$ cat config.mk
export PLATFORM = sky130hd
export DESIGN_NAME = derate_min_select_slew_limiter_core_flat
export DESIGN_NICKNAME = d
export VERILOG_FILES = /design/src/rtl/dmsl_pkg.sv /design/src/rtl/dmsl_in_if.sv /design/src/rtl/dmsl_out_if.sv /design/src/rtl/dmsl_cfg_regs.sv /design/src/rtl/dmsl_chan_update.sv /design/src/rtl/derate_min_select_slew_limiter_core.sv /design/src/flat_wrapper.sv
export VERILOG_INCLUDE_DIRS = /design/src /design/src/rtl
export SDC_FILE = /design/constraint.sdc
export NUM_CORES = 1
export LEC_CHECK = 0
export BUFFER_PORTS_ARGS = -buffer_cell sky130_fd_sc_hd__buf_2
export CELL_PAD_IN_SITES_DETAIL_PLACEMENT = 1
export CELL_PAD_IN_SITES_GLOBAL_PLACEMENT = 2
export CORE_MARGIN = 2
export CORE_UTILIZATION = 36
export CTS_CLUSTER_DIAMETER = 30
export DETAILED_ROUTE_END_ITERATION = 7
export PLACE_DENSITY_LB_ADDON = 0.1
export SLEW_MARGIN = 20
export SYNTH_ARGS = -nofsm -noshare
export SYNTH_HDL_FRONTEND = slang
export SYNTH_SLANG_ARGS = --single-unit
$ cat constraint.sdc
create_clock -name clk_i -period 9.9 [get_ports clk_i]
set_input_delay 0.495 -clock clk_i [delete_from_list [all_inputs] [get_ports clk_i]]
set_output_delay 0.495 -clock clk_i [all_outputs]
set_load 0.01 [all_outputs]
$ cat src/rtl/derate_min_select_slew_limiter_core_defines.svh
`ifndef DERATE_MIN_SELECT_SLEW_LIMITER_CORE_DEFINES_SVH
`define DERATE_MIN_SELECT_SLEW_LIMITER_CORE_DEFINES_SVH

// Clocked check, masked while reset is asserted.
`define DMSL_ASSERT(label, prop, msg) \
  label: assert property (@(posedge clk_i) disable iff (!rst_ni) prop) else $error(msg);

// Clocked check that also holds during reset.
`define DMSL_ASSERT_ALWAYS(label, prop, msg) \
  label: assert property (@(posedge clk_i) prop) else $error(msg);

`endif

$ cat src/rtl/dmsl_pkg.sv
package dmsl_pkg;

  localparam int unsigned CHANNELS = 4;
  localparam int unsigned CH_IDX_W = (CHANNELS > 1) ? $clog2(CHANNELS) : 1;

  localparam logic [6:0] RATIO_FULL = 7'd100;

  localparam logic [3:0]  RST_EN_MASK = 4'd15;
  localparam logic [15:0] RST_HOLD_MS = 16'd5000;
  localparam logic [6:0]  RST_SLEW    = 7'd5;
  localparam logic [6:0]  RST_FLOOR   = 7'd55;

  localparam int unsigned EN_DRV    = 0;
  localparam int unsigned EN_LED    = 1;
  localparam int unsigned EN_SUPPLY = 2;
  localparam int unsigned EN_LOSS   = 3;

  localparam int unsigned PADDR_W = 4;

  typedef enum logic [1:0] {
    REG_EN_MASK = 2'd0,
    REG_HOLD_MS = 2'd1,
    REG_SLEW    = 2'd2,
    REG_FLOOR   = 2'd3
  } reg_idx_e;

  typedef enum logic [2:0] {
    RSN_NONE   = 3'd0,
    RSN_LED    = 3'd1,
    RSN_DRV    = 3'd2,
    RSN_LOSS   = 3'd3,
    RSN_SUPPLY = 3'd4
  } reason_e;

  typedef struct packed {
    logic [3:0]  en_mask;
    logic [15:0] hold_ms;
    logic [6:0]  slew;
    logic [6:0]  floor_ratio;
  } cfg_t;

  typedef struct packed {
    logic [1:0] channel;
    logic [7:0] elapsed_ms;
    logic [6:0] led_ratio;
    logic [6:0] drv_ratio;
    logic [6:0] loss_ratio;
    logic [6:0] sup_ratio;
  } item_t;

  typedef struct packed {
    logic [15:0] led_tmr;
    logic [15:0] drv_tmr;
    logic [6:0]  applied;
  } chan_st_t;

  typedef struct packed {
    logic [1:0] out_channel;
    logic [6:0] current_ratio;
    logic [6:0] target_ratio;
    logic [2:0] reason;
  } res_t;

endpackage

$ cat src/rtl/dmsl_in_if.sv
interface dmsl_in_if;
  logic       valid;
  logic       ready;
  logic [1:0] channel;
  logic [7:0] elapsed_ms;
  logic [6:0] led_temp_ratio;
  logic [6:0] driver_temp_ratio;
  logic [6:0] loss_ratio;
  logic [6:0] supply_ratio;

  modport source (
    output valid, channel, elapsed_ms, led_temp_ratio, driver_temp_ratio,
           loss_ratio, supply_ratio,
    input  ready
  );

  modport sink (
    input  valid, channel, elapsed_ms, led_temp_ratio, driver_temp_ratio,
           loss_ratio, supply_ratio,
    output ready
  );
endinterface

$ cat src/rtl/dmsl_out_if.sv
interface dmsl_out_if;
  logic       valid;
  logic       ready;
  logic [1:0] out_channel;
  logic [6:0] current_ratio;
  logic [6:0] target_ratio;
  logic [2:0] reason;

  modport source (
    output valid, out_channel, current_ratio, target_ratio, reason,
    input  ready
  );

  modport sink (
    input  valid, out_channel, current_ratio, target_ratio, reason,
    output ready
  );
endinterface

$ cat src/rtl/dmsl_cfg_regs.sv
module dmsl_cfg_regs (
  input  logic                          clk_i,
  input  logic                          rst_ni,
  input  logic                          psel,
  input  logic                          penable,
  input  logic                          pwrite,
  input  logic [dmsl_pkg::PADDR_W-1:0]  paddr,
  input  logic [31:0]                   pwdata,
  output logic [31:0]                   prdata,
  output logic                          pready,
  output dmsl_pkg::cfg_t                cfg_o
);

  dmsl_pkg::cfg_t     cfg_q, cfg_d;
  dmsl_pkg::reg_idx_e idx;
  logic               wr_en;

  assign idx    = dmsl_pkg::reg_idx_e'(paddr[3:2]);
  assign pready = 1'b1;
  assign wr_en  = psel && penable && pwrite;

  always_comb begin
    cfg_d = cfg_q;
    if (wr_en) begin
      case (idx)
        dmsl_pkg::REG_EN_MASK: cfg_d.en_mask     = pwdata[3:0];
        dmsl_pkg::REG_HOLD_MS: cfg_d.hold_ms     = pwdata[15:0];
        dmsl_pkg::REG_SLEW:    cfg_d.slew        = pwdata[6:0];
        dmsl_pkg::REG_FLOOR:   cfg_d.floor_ratio = pwdata[6:0];
        default:               cfg_d             = cfg_q;
      endcase
    end
  end

  always_ff @(posedge clk_i or negedge rst_ni) begin
    if (!rst_ni) begin
      cfg_q.en_mask     <= dmsl_pkg::RST_EN_MASK;
      cfg_q.hold_ms     <= dmsl_pkg::RST_HOLD_MS;
      cfg_q.slew        <= dmsl_pkg::RST_SLEW;
      cfg_q.floor_ratio <= dmsl_pkg::RST_FLOOR;
    end else begin
      cfg_q <= cfg_d;
    end
  end

  always_comb begin
    case (idx)
      dmsl_pkg::REG_EN_MASK: prdata = {28'd0, cfg_q.en_mask};
      dmsl_pkg::REG_HOLD_MS: prdata = {16'd0, cfg_q.hold_ms};
      dmsl_pkg::REG_SLEW:    prdata = {25'd0, cfg_q.slew};
      dmsl_pkg::REG_FLOOR:   prdata = {25'd0, cfg_q.floor_ratio};
      default:               prdata = '0;
    endcase
  end

  assign cfg_o = cfg_q;

endmodule

$ cat src/rtl/dmsl_chan_update.sv
module dmsl_chan_update (
  input  dmsl_pkg::cfg_t     cfg_i,
  input  dmsl_pkg::item_t    item_i,
  input  dmsl_pkg::chan_st_t st_i,
  output dmsl_pkg::chan_st_t st_o,
  output dmsl_pkg::res_t     res_o
);

  typedef struct packed {
    logic [15:0] tmr;
    logic [6:0]  ratio;
  } hold_t;

  function automatic hold_t hold_zero(input logic [15:0] tmr, input logic [6:0] ratio,
                                      input logic [7:0] elapsed, input logic [15:0] hold_ms);
    hold_t       r;
    logic [15:0] t;
    t       = (ratio == '0 && tmr == '0) ? hold_ms : tmr;
    r.ratio = (t != '0) ? 7'd0 : ratio;
    r.tmr   = (t > {8'd0, elapsed}) ? t - {8'd0, elapsed} : 16'd0;
    return r;
  endfunction

  logic [6:0] led, drv, loss, sup, target, cur, nxt;
  logic [2:0] why;
  logic [7:0] diff;
  hold_t      led_h, drv_h;
  logic       in_range;

  assign in_range = ({30'd0, item_i.channel} < dmsl_pkg::CHANNELS);

  always_comb begin
    led  = cfg_i.en_mask[dmsl_pkg::EN_LED]    ? item_i.led_ratio  : dmsl_pkg::RATIO_FULL;
    drv  = cfg_i.en_mask[dmsl_pkg::EN_DRV]    ? item_i.drv_ratio  : dmsl_pkg::RATIO_FULL;
    sup  = cfg_i.en_mask[dmsl_pkg::EN_SUPPLY] ? item_i.sup_ratio  : dmsl_pkg::RATIO_FULL;
    loss = cfg_i.en_mask[dmsl_pkg::EN_LOSS]   ? item_i.loss_ratio : dmsl_pkg::RATIO_FULL;
    if (item_i.channel == 2'd0 && drv < cfg_i.floor_ratio) begin
      drv = cfg_i.floor_ratio;
    end

    led_h = hold_zero(st_i.led_tmr, led, item_i.elapsed_ms, cfg_i.hold_ms);
    drv_h = hold_zero(st_i.drv_tmr, drv, item_i.elapsed_ms, cfg_i.hold_ms);

    target = dmsl_pkg::RATIO_FULL;
    why    = dmsl_pkg::RSN_NONE;
    if (led_h.ratio < target) begin
      target = led_h.ratio;
      why    = dmsl_pkg::RSN_LED;
    end
    if (drv_h.ratio < target) begin
      target = drv_h.ratio;
      why    = dmsl_pkg::RSN_DRV;
    end
    if (loss < target) begin
      target = loss;
      why    = dmsl_pkg::RSN_LOSS;
    end
    if (sup < target) begin
      if (sup != '0) begin
        target = sup;
      end
      why = dmsl_pkg::RSN_SUPPLY;
    end

    // slew-limited move toward the target
    cur = st_i.applied;
    nxt = cur;
    if (cur > target) begin
      diff = {1'b0, cur} - {1'b0, target};
      nxt  = (diff > {1'b0, cfg_i.slew}) ? cur - cfg_i.slew : target;
    end else begin
      diff = {1'b0, target} - {1'b0, cur};
      nxt  = (diff > {1'b0, cfg_i.slew}) ? cur + cfg_i.slew : target;
    end

    if (in_range) begin
      st_o.led_tmr        = led_h.tmr;
      st_o.drv_tmr        = drv_h.tmr;
      st_o.applied        = nxt;
      res_o.current_ratio = nxt;
      res_o.target_ratio  = target;
      res_o.reason        = why;
    end else begin
      st_o                = st_i;
      res_o.current_ratio = dmsl_pkg::RATIO_FULL;
      res_o.target_ratio  = dmsl_pkg::RATIO_FULL;
      res_o.reason        = dmsl_pkg::RSN_NONE;
    end
    res_o.out_channel = item_i.channel;
  end

endmodule

$ cat src/rtl/derate_min_select_slew_limiter_core.sv
// Derate minimum-select core with zero-hold and slew limiting.
// in_i carries one periodic update for one channel: elapsed milliseconds and
// four source ratios (LED temp, driver temp, loss, supply). out_o returns one
// transaction per update: channel, slew-limited current ratio, target ratio
// and the reason code of the winning source.
// The APB port holds enable mask, zero-hold time, slew step and the channel
// zero driver floor; write it only while no transaction is in flight.
// Path: an accepted update is held in the input register, then the channel
// update logic writes the per-channel state and the result register, from
// which the result is offered on out_o.
// Throughput: one update per cycle while out_o is ready, also back to back on
// one channel, since state is written at the same edge as the result register.
// Reset: configuration returns to its defaults, hold timers clear, applied
// ratios go to 100, both pipeline stages empty.
// Stall: while out_o is not taken the result holds; the input register still
// takes one more update, then in_i.ready drops until the output drains.
`include "derate_min_select_slew_limiter_core_defines.svh"

module derate_min_select_slew_limiter_core (
  input  logic                         clk_i,
  input  logic                         rst_ni,
  input  logic                         psel,
  input  logic                         penable,
  input  logic                         pwrite,
  input  logic [dmsl_pkg::PADDR_W-1:0] paddr,
  input  logic [31:0]                  pwdata,
  output logic [31:0]                  prdata,
  output logic                         pready,
  dmsl_in_if.sink                      in_i,
  dmsl_out_if.source                   out_o
);

  dmsl_pkg::cfg_t     cfg;
  dmsl_pkg::item_t    s1_item_q;
  logic               s1_valid_q;
  logic               out_valid_q;
  dmsl_pkg::res_t     out_res_q, res;
  dmsl_pkg::chan_st_t st_q [dmsl_pkg::CHANNELS];
  dmsl_pkg::chan_st_t st_rd, st_nxt;
  logic [dmsl_pkg::CH_IDX_W-1:0] ch_idx;
  logic               in_ready, adv, s1_in_range;

  dmsl_cfg_regs u_cfg (
    .clk_i   (clk_i),
    .rst_ni  (rst_ni),
    .psel    (psel),
    .penable (penable),
    .pwrite  (pwrite),
    .paddr   (paddr),
    .pwdata  (pwdata),
    .prdata  (prdata),
    .pready  (pready),
    .cfg_o   (cfg)
  );

  assign adv      = s1_valid_q && (!out_valid_q || out_o.ready);
  assign in_ready = !s1_valid_q || adv;
  assign in_i.ready = in_ready;

  always_ff @(posedge clk_i or negedge rst_ni) begin
    if (!rst_ni) begin
      s1_valid_q <= 1'b0;
    end else if (in_ready) begin
      s1_valid_q <= in_i.valid;
    end
  end

  always_ff @(posedge clk_i) begin
    if (in_ready && in_i.valid) begin
      s1_item_q.channel    <= in_i.channel;
      s1_item_q.elapsed_ms <= in_i.elapsed_ms;
      s1_item_q.led_ratio  <= in_i.led_temp_ratio;
      s1_item_q.drv_ratio  <= in_i.driver_temp_ratio;
      s1_item_q.loss_ratio <= in_i.loss_ratio;
      s1_item_q.sup_ratio  <= in_i.supply_ratio;
    end
  end

  assign ch_idx      = s1_item_q.channel[dmsl_pkg::CH_IDX_W-1:0];
  assign s1_in_range = ({30'd0, s1_item_q.channel} < dmsl_pkg::CHANNELS);
  assign st_rd       = st_q[ch_idx];

  dmsl_chan_update u_upd (
    .cfg_i  (cfg),
    .item_i (s1_item_q),
    .st_i   (st_rd),
    .st_o   (st_nxt),
    .res_o  (res)
  );

  always_ff @(posedge clk_i or negedge rst_ni) begin
    if (!rst_ni) begin
      for (int i = 0; i < dmsl_pkg::CHANNELS; i++) begin
        st_q[i].led_tmr <= '0;
        st_q[i].drv_tmr <= '0;
        st_q[i].applied <= dmsl_pkg::RATIO_FULL;
      end
    end else if (adv && s1_in_range) begin
      st_q[ch_idx] <= st_nxt;
    end
  end

  always_ff @(posedge clk_i or negedge rst_ni) begin
    if (!rst_ni) begin
      out_valid_q <= 1'b0;
    end else if (adv) begin
      out_valid_q <= 1'b1;
    end else if (out_o.ready) begin
      out_valid_q <= 1'b0;
    end
  end

  always_ff @(posedge clk_i) begin
    if (adv) begin
      out_res_q <= res;
    end
  end

  assign out_o.valid         = out_valid_q;
  assign out_o.out_channel   = out_res_q.out_channel;
  assign out_o.current_ratio = out_res_q.current_ratio;
  assign out_o.target_ratio  = out_res_q.target_ratio;
  assign out_o.reason        = out_res_q.reason;

  `DMSL_ASSERT(a_adv_loads_out, adv |=> out_valid_q, "advanced item missing at output")
  `DMSL_ASSERT(a_stall_cause, !in_ready |-> (s1_valid_q && out_valid_q && !out_o.ready), "input stalled without a full pipeline")
  `DMSL_ASSERT(a_ratio_range, out_valid_q |-> (out_res_q.current_ratio <= dmsl_pkg::RATIO_FULL && out_res_q.target_ratio <= dmsl_pkg::RATIO_FULL), "ratio above 100")
  `DMSL_ASSERT(a_none_full, (out_valid_q && out_res_q.reason == dmsl_pkg::RSN_NONE) |-> (out_res_q.target_ratio == dmsl_pkg::RATIO_FULL), "no reason but target below 100")
  `DMSL_ASSERT_ALWAYS(a_reset_empty, !rst_ni |-> (!s1_valid_q && !out_valid_q), "pipeline not empty in reset")

endmodule
$ cat src/flat_wrapper.sv
// flat-port wrapper written by rule: the top's interface ports become plain ports
module derate_min_select_slew_limiter_core_flat 
  (clk_i, rst_ni, psel, penable, pwrite, paddr, pwdata, prdata, pready, in_i_valid, in_i_channel, in_i_elapsed_ms, in_i_led_temp_ratio, in_i_driver_temp_ratio, in_i_loss_ratio, in_i_supply_ratio, in_i_ready, out_o_valid, out_o_out_channel, out_o_current_ratio, out_o_target_ratio, out_o_reason, out_o_ready);
  dmsl_in_if in_i_i ();
  dmsl_out_if out_o_i ();
  input  logic clk_i;
  input  logic rst_ni;
  input  logic psel;
  input  logic penable;
  input  logic pwrite;
  input  logic [dmsl_pkg::PADDR_W-1:0] paddr;
  input  logic [31:0] pwdata;
  output logic [31:0] prdata;
  output logic pready;
  input wire logic [$bits(in_i_i.valid)-1:0] in_i_valid;
  input wire logic [$bits(in_i_i.channel)-1:0] in_i_channel;
  input wire logic [$bits(in_i_i.elapsed_ms)-1:0] in_i_elapsed_ms;
  input wire logic [$bits(in_i_i.led_temp_ratio)-1:0] in_i_led_temp_ratio;
  input wire logic [$bits(in_i_i.driver_temp_ratio)-1:0] in_i_driver_temp_ratio;
  input wire logic [$bits(in_i_i.loss_ratio)-1:0] in_i_loss_ratio;
  input wire logic [$bits(in_i_i.supply_ratio)-1:0] in_i_supply_ratio;
  output wire logic [$bits(in_i_i.ready)-1:0] in_i_ready;
  output wire logic [$bits(out_o_i.valid)-1:0] out_o_valid;
  output wire logic [$bits(out_o_i.out_channel)-1:0] out_o_out_channel;
  output wire logic [$bits(out_o_i.current_ratio)-1:0] out_o_current_ratio;
  output wire logic [$bits(out_o_i.target_ratio)-1:0] out_o_target_ratio;
  output wire logic [$bits(out_o_i.reason)-1:0] out_o_reason;
  input wire logic [$bits(out_o_i.ready)-1:0] out_o_ready;
  assign in_i_i.valid = in_i_valid;
  assign in_i_i.channel = in_i_channel;
  assign in_i_i.elapsed_ms = in_i_elapsed_ms;
  assign in_i_i.led_temp_ratio = in_i_led_temp_ratio;
  assign in_i_i.driver_temp_ratio = in_i_driver_temp_ratio;
  assign in_i_i.loss_ratio = in_i_loss_ratio;
  assign in_i_i.supply_ratio = in_i_supply_ratio;
  assign in_i_ready = in_i_i.ready;
  assign out_o_valid = out_o_i.valid;
  assign out_o_out_channel = out_o_i.out_channel;
  assign out_o_current_ratio = out_o_i.current_ratio;
  assign out_o_target_ratio = out_o_i.target_ratio;
  assign out_o_reason = out_o_i.reason;
  assign out_o_i.ready = out_o_ready;
  derate_min_select_slew_limiter_core u_core (.clk_i(clk_i), .rst_ni(rst_ni), .psel(psel), .penable(penable), .pwrite(pwrite), .paddr(paddr), .pwdata(pwdata), .prdata(prdata), .pready(pready), .in_i(in_i_i), .out_o(out_o_i));
endmodule
; ---- Word-level counts from Yosys, hierarchy flattened
; Cells that the tools add are included.
[totals]
ff_bits = 249
input_bits = 81
output_inout_bits = 54
elab_cells = 107
[classes]
add_sub_neg = 6
magnitude_cmp = 12
eq_ne = 3
n_mux = 31
bitwise_logic = 1
n_reduce_logical = 26
[op_table]
columns = op, n
row1 = bitwise mux 156 bit, 1
row2 = case mux 32 bit (4 select lines), 1
row3 = two-way mux 39 bit, 3
row4 = two-way mux 7 bit, 15
row5 = binary-select mux 39 bit (select 2 bit), 1
row6 = demux 39 bit (select 2 bit), 1
row7 = two-way mux 16 bit, 4
row8 = greater-than comparator 16 x 8 -> 1 bit, 2
row9 = zero test 16 bit, 2
row10 = nonzero test 16 bit, 2
row11 = subtractor 16 x 8 -> 16 bit, 2
row12 = less-than comparator 7 bit, 4
row13 = greater-than comparator 8 x 7 -> 1 bit, 2
row14 = subtractor 7 x 7 -> 8 bit, 2
row15 = zero test 7 bit, 2
row16 = logical AND 1 bit, 8
row17 = AND reduction 2 bit, 4
row18 = adder 7 bit, 1
row19 = greater-than comparator 7 bit, 1
row20 = less-than comparator 7 bit (second input constant), 1
row21 = nonzero test 7 bit, 1
row22 = subtractor 7 bit, 1
row23 = two-way mux 3 bit, 2
row24 = equality test 2 bit (second input constant), 2
row25 = other kinds (9), 14

; ---- Logic depth before layout (Yosys ltp)
[logic_depth]
depth_word = 22
ltp_mapped = 55
mapped_depth_nobuf = 53

; ---- Modules after synthesis
; From an unflattened synthesis, not the netlist that was laid out.
[hier_totals]
hier_cells = 1250
area_unflattened_um2 = 14799.2
[modules_own_cells]
columns = module, instances, cells_each, area_each_um2, seq_area_each_um2
row1 = derate_min_select_slew_limiter_core, 1, 448, 8568.2, 5680.4
row2 = dmsl_chan_update, 1, 683, 4495.6, 0.0
row3 = dmsl_cfg_regs, 1, 119, 1735.4, 870.8

; ---- Least setup slack after synthesis
; OpenSTA, ideal clock, no wires.
[synth_path]
kind = register -> register
startpoint = reg u_core.s1_item_q, in the netlist u_core.ch_idx[0]
endpoint = reg u_core.out_res_q, in the netlist u_core.out_o.current_ratio[3], data pin
setup_ns = 0.266
t_arrival_ns = 9.545
required_ns = 9.634
path_slack_ns = 0.090
stages_incl_launch_ff = 48
n_path_buf = 4
period_less_slack_ns = 9.810
path_cell_list = edfxtp_1 -> buf_6 -> buf_12 -> mux4_2 -> nor4_2 -> and2_2 -> o211a_4 -> and2_1 -> buf_2 -> nand3_1 -> ha_1 -> a21o_1 -> a21o_1 -> a21o_1 -> a21o_1 -> or2_2 -> clkbuf_1 -> nor4_1 -> (+12 left out) -> mux2_2 -> ha_1 -> ha_1 -> o21ai_0 -> nand2b_1 -> a21oi_1 -> o21bai_1 -> a21oi_1 -> xnor2_1 -> ha_1 -> nand3_1 -> nor2_1 -> o21ai_0 -> nor2_1 -> nor2_1 -> a32oi_1 -> a21oi_1 -> nor2_1
[synth_rtl]
columns = item, line_no
row1 = start: declaration, derate_min_select_slew_limiter_core.sv:34  ; dmsl_pkg::item_t s1_item_q;
row2 = end signal: assignment, derate_min_select_slew_limiter_core.sv:115  ; out_res_q <= res;
row3 = end: declaration, derate_min_select_slew_limiter_core.sv:37  ; dmsl_pkg::res_t out_res_q, res;

==> summary by stage <==
Critical path
The count of cell instances traversed by the critical path is 48. The capturing element type of the critical path is a flop. The maximum cell stage delay along the critical path is 0.56 ns. Counting stages on the worst path, the most repeated cell is buf_4. The highest fanout seen on the critical path is 5. The launching element of the worst setup path is u_core.ch_idx[0]. The critical path is of the reg2reg type. The sum of buffers and inverters on the critical path is 8. The worst register-to-register path has a depth of 48. The slowest stage of the critical path belongs to the cell or4_4. Broken down by cell family, the worst path's largest delay share belongs to compound AO/OA/AOI/OAI gates. The startpoint identified for the worst register-to-register timing path is u_core.ch_idx[0]. The data arrival at the endpoint of the critical path is 10.37 ns. STA classifies the critical path startpoint as a flop. At the worst endpoint, the required time is 10.42 ns.

Synthesis
Averaged over all synthesized cells, the footprint is 10.2 um2. The most area-hungry cell type in the Yosys netlist is dfrtp_1. By count the netlist is led by nand2_1 (243), dfrtp_1 (164), o31ai_1 (89). In the synthesized netlist the async set-or-reset flop fraction comes to 0.771.

Ranked by total cell area, the synthesized netlist is headed by dfrtp_1 (27%), edfxtp_1 (11%), mux4_2 (6.4%), nand2_1 (6.1%), ha_1 (5.8%). The post-synthesis instance area is 0.0151 mm2. The synthesized design contains 249 register bits. For this run, the number of Yosys warnings is 0. The portion of the post-synthesis area used by sequential elements is 0.435.

The number of synthesized flops with an enable pin is 57. The most common cell in the netlist is nand2_1. Of the post-synthesis cell area, the dominant cell type holds 0.272.

After synthesis, the netlist uses 91 different library cells. After technology mapping, the gate count stands at 1,473. The leading register cell type out of synthesis is dfrtp_1.

Timing
The maximum achievable frequency is 0.102 GHz. The final number of max-transition violations is 0. Setup slack closes at 0.0551 ns. Of the available clock period, the critical path in the final layout requires 0.994. In this run the tightest slew margin relative to its limit is 0.293.

Between clock sinks in the finished design, the worst skew comes to 0.0220 ns. Setup repair after global routing could not meet its margin everywhere. After layout, the minimum clock period comes to 9.84 ns.

Setup violations remaining at the end of the flow were counted as 0. At the pin with the least slew margin, the transition time is 1.06 ns. The final count of hold timing violations is 0.

Placement
Routability-driven placement finished with a final weighted congestion of 0.908. OpenSTA, run right after detailed placement, puts the worst setup slack at -0.582 ns. Detailed placement ended at an HPWL of 35,600 um. The number of buffer cells added on primary ports is 99.

Clock network
TritonCTS built the clock tree. The clock-pin transition on the worst setup and hold timing paths is 0.04 ns. The level count of the clock H-tree is 3. The TritonCTS buffer count is 75. In this run the clock root is driven by a clkbuf_16. The tree built by TritonCTS fans out to 249 sinks. The clock latency on the worst-skew pair is 0.58 ns. The clock passes through at most 3 buffers.

Floorplanning
For this configuration, the core starts out at a cell density of 0.367. The core box area is 0.0410 mm2. The die outline area is 0.0435 mm2. The die height is 209 um. In this run the horizontal extent of the chip is 209 um. The top-level port count is 135.

In this run the core area contains 74 standard-cell rows.

Routing
In the routed layout, each cell is associated on average with a via count of 5.33. The number of DRC violations after detailed-routing iteration 0 is 514. The first-pass detailed-route iteration total is 5. For this run, design rule violations remaining after detail routing come to 0.

The routed length per placed instance is 21.0 um. The routed layout has 12,800 vias. The residual antenna-violating net count after detailed routing is 0. For this block, the routed nets add up to 50,300 um of wire.

Finish
In the final layout, the share of cells above drive strength 1 is 0.359. The signed area change from the synthesized netlist to the final layout is 36.3%. Once layout is complete, the utilization of the core stands at 0.501. After the last flow step, the layout net total stands at 1,964. Fill cells in the final layout number 4,491.

Global routing
The first global-routing pass estimated 78,600 um of wire. The global-route total usage across every layer is 0.232. The aggregate global routing overflow is 0. The number of antenna violations at the first check in global routing is 1. The via count of the first global-routing pass is 13,800. The pin count of the biggest net entering global routing is 123.

Job
The count of max-cap constraint violations is 0.

Power
The peak supply drop is 0.000180 V. The leakage power figure is 9.31 nW. Power spread over the standard cell area amounts to 378 mW/mm2. The total power after layout is 0.00776 W.

Status
The run finished with clean final reports.

Min path
The type of the tightest min-delay check is in2async.
## per-layer routing
metal / wire length, um / up-vias / global-route usage / share of wire
met5: 18 / - / 0 / 0.00036
met4: 1160 / 2 / 0.0744 / 0.023
li1: - / 6027 / - / -
met3: 1720 / 79 / 0.0405 / 0.034
met2: 25300 / 236 / 0.406 / 0.50
met1: 22100 / 6439 / 0.290 / 0.44
## where the power goes
part	switching [W]	total (W)	internal (W)	leakage, nW
logic	0.00204	0.00378	0.00173	5.22
registers	0.000225	0.00172	0.00149	2.91
clock network	0.000665	0.00226	0.00160	1.18
## final timing paths
kind / to / slack [ns]
setup reg to reg: u_core.st_q[122] / 0.06
hold reg to reg: u_core.st_q[54] / 0.47
min in group clk_i: u_core.s1_item_q[10] / 0.09
hold / removal: u_core.st_q[62] / 0.09
setup / recovery: u_core.st_q[122] / 0.06
max in group asynchronous: u_core.st_q[130] / 8.19
## metrics by stage
stage	TNS, ns	cell area, um2	std cells	hold WS, ns
after detailed placement	-16.51	17500	2237	0.460
after floorplan	0	15100	1488	0.199
after global placement	-10.61	17500	2237	0.451
final	0	20500	2398	0.0939
after global routing	-11.11	20500	2397	0.0752
after CTS	0	20200	2389	0.0595
## cell usage in the layout, fill, tap and decap left out, types with 8 or more instances in the layout
| master | count |
|---|---|
| nand2b_1 | 22 |
| mux4_2 | 44 |
| nor2b_1 | 13 |
| clkbuf_16 | 77 |
| buf_2 | 98 |
| nand4_1 | 14 |
| nand3_1 | 14 |
| dfrtp_1 | 164 |
| clkinv_2 | 8 |
| inv_1 | 66 |
| o21bai_1 | 11 |
| buf_4 | 219 |
| a21oi_2 | 10 |
| o21ai_1 | 22 |
| a21oi_1 | 53 |
| conb_1 | 17 |
| xor2_1 | 12 |
| mux2_2 | 41 |
| a21o_1 | 38 |
| ha_1 | 64 |
| and2_1 | 17 |
| nand2_2 | 8 |
| nand2_1 | 236 |
| a31oi_1 | 11 |
| xnor2_1 | 26 |
| clkbuf_1 | 29 |
| clkbuf_8 | 12 |
| mux2i_1 | 10 |
| edfxtp_1 | 57 |
| o31ai_1 | 86 |
| o21ai_0 | 48 |
| nor2_1 | 81 |
| dfstp_2 | 28 |
## state kept, by name, summed over array words and instances (netlist names)
name	cells
u_core.st_q	156
u_core.out_o.target_ratio	7
u_core.s1_valid_q	1
u_core.u_cfg.cfg_o	34
u_core.s1_item_q	36
u_core.out_o.out_channel	2
u_core.out_o.reason	3
u_core.out_o.valid	1
u_core.ch_idx	2
u_core.out_o.current_ratio	7
## cells by family (layout without fill, tap and decap cells)
logic type / count (synthesis) / after routing / share of synthesized area
flops: 249 / 249 / 0.435
buf+inv: 155 / 532 / 0.0459
mux: 107 / 107 / 0.112
compound gates: 361 / 361 / 0.168
other cells: 2 / 18 / 0.000499
xor+xnor: 38 / 38 / 0.0221
simple gates: 486 / 486 / 0.152
fa+ha+maj: 75 / 75 / 0.0648
## layout make-up
class | instances | area (um2) | area share
antenna | 1 | 2.50 | 0.000122
clock buffer | 117 | 2190 | 0.107
clock inverter | 17 | 226 | 0.0110
inverter | 70 | 263 | 0.0128
multi-input combinational | 1084 | 8340 | 0.406
sequential | 249 | 6550 | 0.319
tap | 532 | 666 | 0.0324
timing repair buffer | 328 | 2290 | 0.112
## what timing repair did
item / CTS / global route
buffers inserted: 17 / 11
cloned: 1 / 0
setup endpoints to repair: 35 / 35
hold buffers: 0 / 0
resized for setup: 47 / 56
pin swaps: 11 / 39
No activity file was read; power rests on OpenSTA's default activity.
